[config.mk]
export PLATFORM = sky130hd
export DESIGN_NAME = wsl_ctrl
export DESIGN_NICKNAME = d
export VERILOG_FILES = /design/src/rtl/wsl_pkg.sv /design/src/rtl/wsl_ctrl.sv
export SDC_FILE = /design/constraint.sdc
export NUM_CORES = 1
export LEC_CHECK = 0
export ABC_AREA = 1
export BUFFER_PORTS_ARGS = -buffer_cell sky130_fd_sc_hd__buf_2
export CAP_MARGIN = 20
export CORE_AREA = 3 3 40 42
export CTS_CLUSTER_SIZE = 24
export DETAILED_ROUTE_END_ITERATION = 6
export DIE_AREA = 0 0 43 45
export GPL_TIMING_DRIVEN = 0
export SETUP_SLACK_MARGIN = 0.15
export SYNTH_ARGS = -nofsm -noshare
export SYNTH_HDL_FRONTEND = slang
export SYNTH_SLANG_ARGS = --single-unit
[constraint.sdc]
create_clock -name clk -period 2.3 [get_ports clk]
set_clock_uncertainty 0.15 [all_clocks]
set_input_delay 0.69 -clock clk [delete_from_list [all_inputs] [get_ports clk]]
set_output_delay 0.69 -clock clk [all_outputs]
set_load 0.01 [all_outputs]
[src/rtl/wsl_pkg.sv]
`timescale 1ns / 1ps

package wsl_pkg;

    localparam int COORD_W   = 24;
    localparam int SLOT_W    = 8;
    localparam int ANGLE_W   = 16;
    localparam int TARGET_W  = 9;
    localparam int REACH_W   = 16;
    localparam int LIMIT_W   = 15;
    localparam int DIFF_W    = COORD_W + 1;
    localparam int PROD_W    = 2 * DIFF_W;
    localparam int CX_W      = 44;
    localparam int Z_W       = 32;
    localparam int ITER_W    = 5;
    localparam int CFG_IDX_W = 4;
    localparam int CFG_DAT_W = 16;

    typedef enum logic [0:0] {
        OP_LOAD = 1'b0,
        OP_STEP = 1'b1
    } opcode_t;

    typedef enum logic [CFG_IDX_W-1:0] {
        CFG_WAYPOINT_COUNT = 4'd0,
        CFG_REACH_DISTANCE = 4'd1,
        CFG_MAX_STEER_STEP = 4'd2,
        CFG_MAX_STEER      = 4'd3
    } cfg_index_t;

    typedef enum logic [1:0] {
        MUL_DX = 2'd0,
        MUL_DY = 2'd1,
        MUL_R  = 2'd2
    } mul_sel_t;

    typedef enum logic [3:0] {
        S_IDLE,
        S_READ,
        S_DIFF,
        S_SQ_X,
        S_SQ_Y,
        S_SQ_R,
        S_CMP,
        S_ADV,
        S_READ2,
        S_DIFF2,
        S_CINIT,
        S_CITER,
        S_DELTA,
        S_STEER,
        S_OUT
    } ctrl_state_t;

    typedef struct packed {
        logic [TARGET_W-1:0] waypoint_count;
        logic [REACH_W-1:0]  reach_distance;
        logic [LIMIT_W-1:0]  max_steer_step;
        logic [LIMIT_W-1:0]  max_steer;
    } cfg_t;

    typedef struct packed {
        logic     capture;
        logic     load_wr;
        logic     mem_rd;
        logic     diff;
        logic     mul_en;
        mul_sel_t mul_sel;
        logic     sum_first;
        logic     sum_add;
        logic     target_inc;
        logic     cordic_init;
        logic     cordic_step;
        logic     delta;
        logic     steer;
        logic     out_load;
    } cmd_t;

    typedef struct packed {
        logic target_done;
        logic near;
        logic cordic_last;
        logic out_busy;
    } status_t;

    function automatic logic [Z_W-1:0] atan_unit(input logic [ITER_W-1:0] idx);
        logic [Z_W-1:0] val;
        case (idx)
            5'd0:    val = 32'h20000000;
            5'd1:    val = 32'h12E4051E;
            5'd2:    val = 32'h09FB385B;
            5'd3:    val = 32'h051111D4;
            5'd4:    val = 32'h028B0D43;
            5'd5:    val = 32'h0145D7E1;
            5'd6:    val = 32'h00A2F61E;
            5'd7:    val = 32'h00517C55;
            5'd8:    val = 32'h0028BE53;
            5'd9:    val = 32'h00145F2F;
            5'd10:   val = 32'h000A2F98;
            5'd11:   val = 32'h000517CC;
            5'd12:   val = 32'h00028BE6;
            5'd13:   val = 32'h000145F3;
            5'd14:   val = 32'h0000A2FA;
            5'd15:   val = 32'h0000517D;
            5'd16:   val = 32'h000028BE;
            5'd17:   val = 32'h0000145F;
            5'd18:   val = 32'h00000A30;
            5'd19:   val = 32'h00000518;
            5'd20:   val = 32'h0000028C;
            5'd21:   val = 32'h00000146;
            5'd22:   val = 32'h000000A3;
            5'd23:   val = 32'h00000051;
            default: val = '0;
        endcase
        return val;
    endfunction

endpackage

[src/rtl/wsl_ctrl.sv]
`timescale 1ns / 1ps

module wsl_ctrl (
    input  logic             clk,
    input  logic             rst_n,
    input  logic             in_valid,
    input  logic             in_opcode,
    output logic             in_ready,
    input  wsl_pkg::status_t st,
    output wsl_pkg::cmd_t    cmd
);
    import wsl_pkg::*;

    ctrl_state_t state_reg;
    ctrl_state_t state_next;

    always_ff @(posedge clk or negedge rst_n)
    begin
        if (!rst_n)
        begin
            state_reg <= S_IDLE;
        end
        else
        begin
            state_reg <= state_next;
        end
    end

    always_comb
    begin
        state_next = state_reg;
        cmd        = '0;
        cmd.mul_sel = MUL_DX;
        in_ready   = 1'b0;
        unique case (state_reg)
            S_IDLE:
            begin
                in_ready    = 1'b1;
                cmd.capture = in_valid;
                if (in_valid)
                begin
                    if (in_opcode == OP_LOAD)
                    begin
                        cmd.load_wr = 1'b1;
                        state_next  = S_OUT;
                    end
                    else if (st.target_done)
                    begin
                        state_next = S_OUT;
                    end
                    else
                    begin
                        state_next = S_READ;
                    end
                end
            end
            S_READ:
            begin
                cmd.mem_rd = 1'b1;
                state_next = S_DIFF;
            end
            S_DIFF:
            begin
                cmd.diff   = 1'b1;
                state_next = S_SQ_X;
            end
            S_SQ_X:
            begin
                cmd.mul_en  = 1'b1;
                cmd.mul_sel = MUL_DX;
                state_next  = S_SQ_Y;
            end
            S_SQ_Y:
            begin
                cmd.mul_en    = 1'b1;
                cmd.mul_sel   = MUL_DY;
                cmd.sum_first = 1'b1;
                state_next    = S_SQ_R;
            end
            S_SQ_R:
            begin
                cmd.mul_en  = 1'b1;
                cmd.mul_sel = MUL_R;
                cmd.sum_add = 1'b1;
                state_next  = S_CMP;
            end
            S_CMP:
            begin
                if (st.near)
                begin
                    cmd.target_inc = 1'b1;
                    state_next     = S_ADV;
                end
                else
                begin
                    state_next = S_CINIT;
                end
            end
            S_ADV:
            begin
                state_next = st.target_done ? S_OUT : S_READ2;
            end
            S_READ2:
            begin
                cmd.mem_rd = 1'b1;
                state_next = S_DIFF2;
            end
            S_DIFF2:
            begin
                cmd.diff   = 1'b1;
                state_next = S_CINIT;
            end
            S_CINIT:
            begin
                cmd.cordic_init = 1'b1;
                state_next      = S_CITER;
            end
            S_CITER:
            begin
                cmd.cordic_step = 1'b1;
                if (st.cordic_last)
                begin
                    state_next = S_DELTA;
                end
            end
            S_DELTA:
            begin
                cmd.delta  = 1'b1;
                state_next = S_STEER;
            end
            S_STEER:
            begin
                cmd.steer  = 1'b1;
                state_next = S_OUT;
            end
            S_OUT:
            begin
                if (!st.out_busy)
                begin
                    cmd.out_load = 1'b1;
                    state_next   = S_IDLE;
                end
            end
            default:
            begin
                state_next = S_IDLE;
            end
        endcase
    end

endmodule

==> summary.txt <==
Run status
  – Status: finished, final reports clean

STA
  – Fmax: 0.479 GHz
  – Final slew viol count: 0
  – Worst-Margin Slew: 0.177 ns
  – RSZ-0062 raised after global routing: true
  – Fin crit share: 90.8%
  – Fin Setup TNS: 0 ns
  – Final worst path period need: 2.09 ns
  – Endpoints failing setup: 0
  – Worst slew margin: 88.2%
  – Final hold vios: 0

Global route
  – Gr ovfl total: 0
  – Global-route usage over all layers: 12.3%
  – Global-route wire length before repair: 1790 um
  – Largest net degree at the start of global routing: 8
  – Antenna violations before repair: 0
  – Vias in the first global route: 477

Cells and area
  – Layout cell share with drive strength beyond 1: 40.0%
  – ANT cells: 0
  – Most common cell after layout, fill and taps aside: nand2_1
  – Nets: 115
  – Most frequent cells in the layout: 26 x nand2_1, 23 x buf_2, 15 x inv_1, 8 x nor2_1
  – Largest register FFs: 4
  – Layout area overhead: 44.9%

Clocking
  – TritonCTS clock tree: yes
  – Postcts setup bufs: 0
  – Reg clk slew, reported paths: 0.04 ns
  – Clock latency on the worst-skew pair: 0.23 ns
  – Clock Path Buffers: 2
  – Clk Tree Root Cell: clkbuf_4
  – # hold bufs at CTS: 0
  – Clock Sinks: 4
  – Cts bufs inserted: 3
  – CTS HTree Levels: 1

Yosys
  – Synthesized area: 420 um2
  – Synth Area per Inst: 5.32 um2
  – Synth Net Count: 87
  – Seq cells post-synth: 4
  – Yosys warnings: 0
  – Register area share after synthesis: 23.8%
  – Top cell type's share of synthesized area: 23.8%
  – Cells after synthesis: 79
  – Netlist cell types: 14
  – Area contributors post-synth: dfrtp_1 24%, nand2_1 23%, inv_1 14%, nor2_1 13%, nand3_1 7.1%
  – Post-synth top area cell: dfrtp_1

Setup path
  – FF-to-FF Start: state_reg[2]
  – Crit path to: cmd[13]
  – Worst R2R Setup Slack: 0.87 ns
  – Crit path from: state_reg[3]
  – Slowest CP cell: dfrtp_2
  – CP Launch Type: flip-flop
  – Worst path cell trace: nor2_4 > nand2_1 > nor3_1 > buf_2
  – Peak per-stage delay on the critical path: 0.46 ns
  – CP Class: reg -> out
  – Cell count of the worst reg-to-reg path: 8
  – CP required: 1.46 ns
  – Crit-path max FO: 7
  – Arrival time worst endpoint: 1.25 ns
  – Worst r2r dst: state_reg[2]
  – CP endpoint kind: primary output

Floorplan
  – Core box area: 1280 um2
  – Die ar.: 1940 um2
  – Die width: 43 um
  – Ports: 24
  – Die H: 45 um
  – Initial core utilization: 32.7%
  – FP Rows: 13

Detailed routing
  – Wire length on met1: 455 um
  – Detail Route Antenna Nets: 0
  – Top routing layer used: met3
  – Met3 WL: 77 um
  – Remaining DRCs: 0
  – Initial DRC count: 7
  – Routed wire length: 1090 um
  – Vias per cell: 4.61
  – Total number of vias: 553
  – Wire per inst: 9.08 um
  – Drt first pass iters: 4
  – Routed wl met2: 556 um

Placed design
  – Hpwl dp: 923 um
  – I/O Buffers: 23
  – Placer Congestion: 0.742

Power and ir drop
  – Pwr Total: 0.864 mW
  – Leakage: 0.397 nW
  – Power Density: 1420 nW/um2
  – Peak supply drop: 0.000657 V

Hold path
  – Worst min path class: in -> async

Job
  – Max-cap violations: 0
==> critical path: cells and delay by family (launching register included) <==
family	cells	cell delay (ns)
AND/OR/NAND/NOR	3	0.41
flip-flops	1	0.46
buffers and inverters	1	0.15
==> per-stage QoR <==
step                      util, %  std cells  hold slack, ns  setup slack [ns]  area (um2)
after floorplan                 -         79           0.244             0.420         420
after global placement       43.1        117           0.347             0.284         554
after detailed placement     43.1        117           0.346             0.280         554
after CTS                    45.3        120          0.0985             0.119         582
after global routing         47.4        120          0.0938             0.108         609
final                        47.4        120           0.100             0.212         609
==> report_power, final <==
group          switching (mW)  internal, mW
combinational           0.357         0.226
clock                  0.0296        0.0584
sequential             0.0757         0.118
total                   0.462         0.402
==> final cells by class <==
cell class                 count  area, um2
multi-input combinational     57        273
buffer                         2       15.0
sequential                     4        105
inverter                      16       60.1
tap                           15       18.8
timing repair buffer          23        115
clock buffer                   3       22.5
fill                         134        676
==> worst min-delay path by stage <==
stage / start / endpoint / slack, ns
after floorplan: rst_n / state_reg[0] / 0.24
after global placement: rst_n / state_reg[3] / 0.35
after detailed placement: rst_n / state_reg[3] / 0.35
after CTS: rst_n / state_reg[3] / 0.1
after global routing: rst_n / state_reg[3] / 0.09
final: rst_n / state_reg[3] / 0.10
==> repair_timing <==
item                                    CTS  global route
endpoints found under the setup margin    6             8
resized for setup                         2            12
cloned                                    0             0
==> Yosys cell counts <==
cell / count
nand3b_1: 1
o22ai_1: 2
nand2_1: 26
nor3_1: 2
buf_4: 2
inv_1: 16
nor2_2: 1
nand3_1: 6
nand4_1: 1
o21a_1: 1
nand2_2: 1
nor2_1: 15
a21oi_1: 1
dfrtp_1: 4
==> per-layer routing <==
layer  track usage, %  up-vias
li1                 -      293
met1             13.9      245
met2             21.3       15
met3             3.98        0
met4             5.42        0
met5                0        -
==> kinds of logic after synthesis <==
family,count (synthesis),synth area share (%)
flops,4,23.8
compound gates,4,5.95
buf+inv,18,17.9
simple gates,53,52.4
Note: power is estimated with default switching activity, not from simulation.
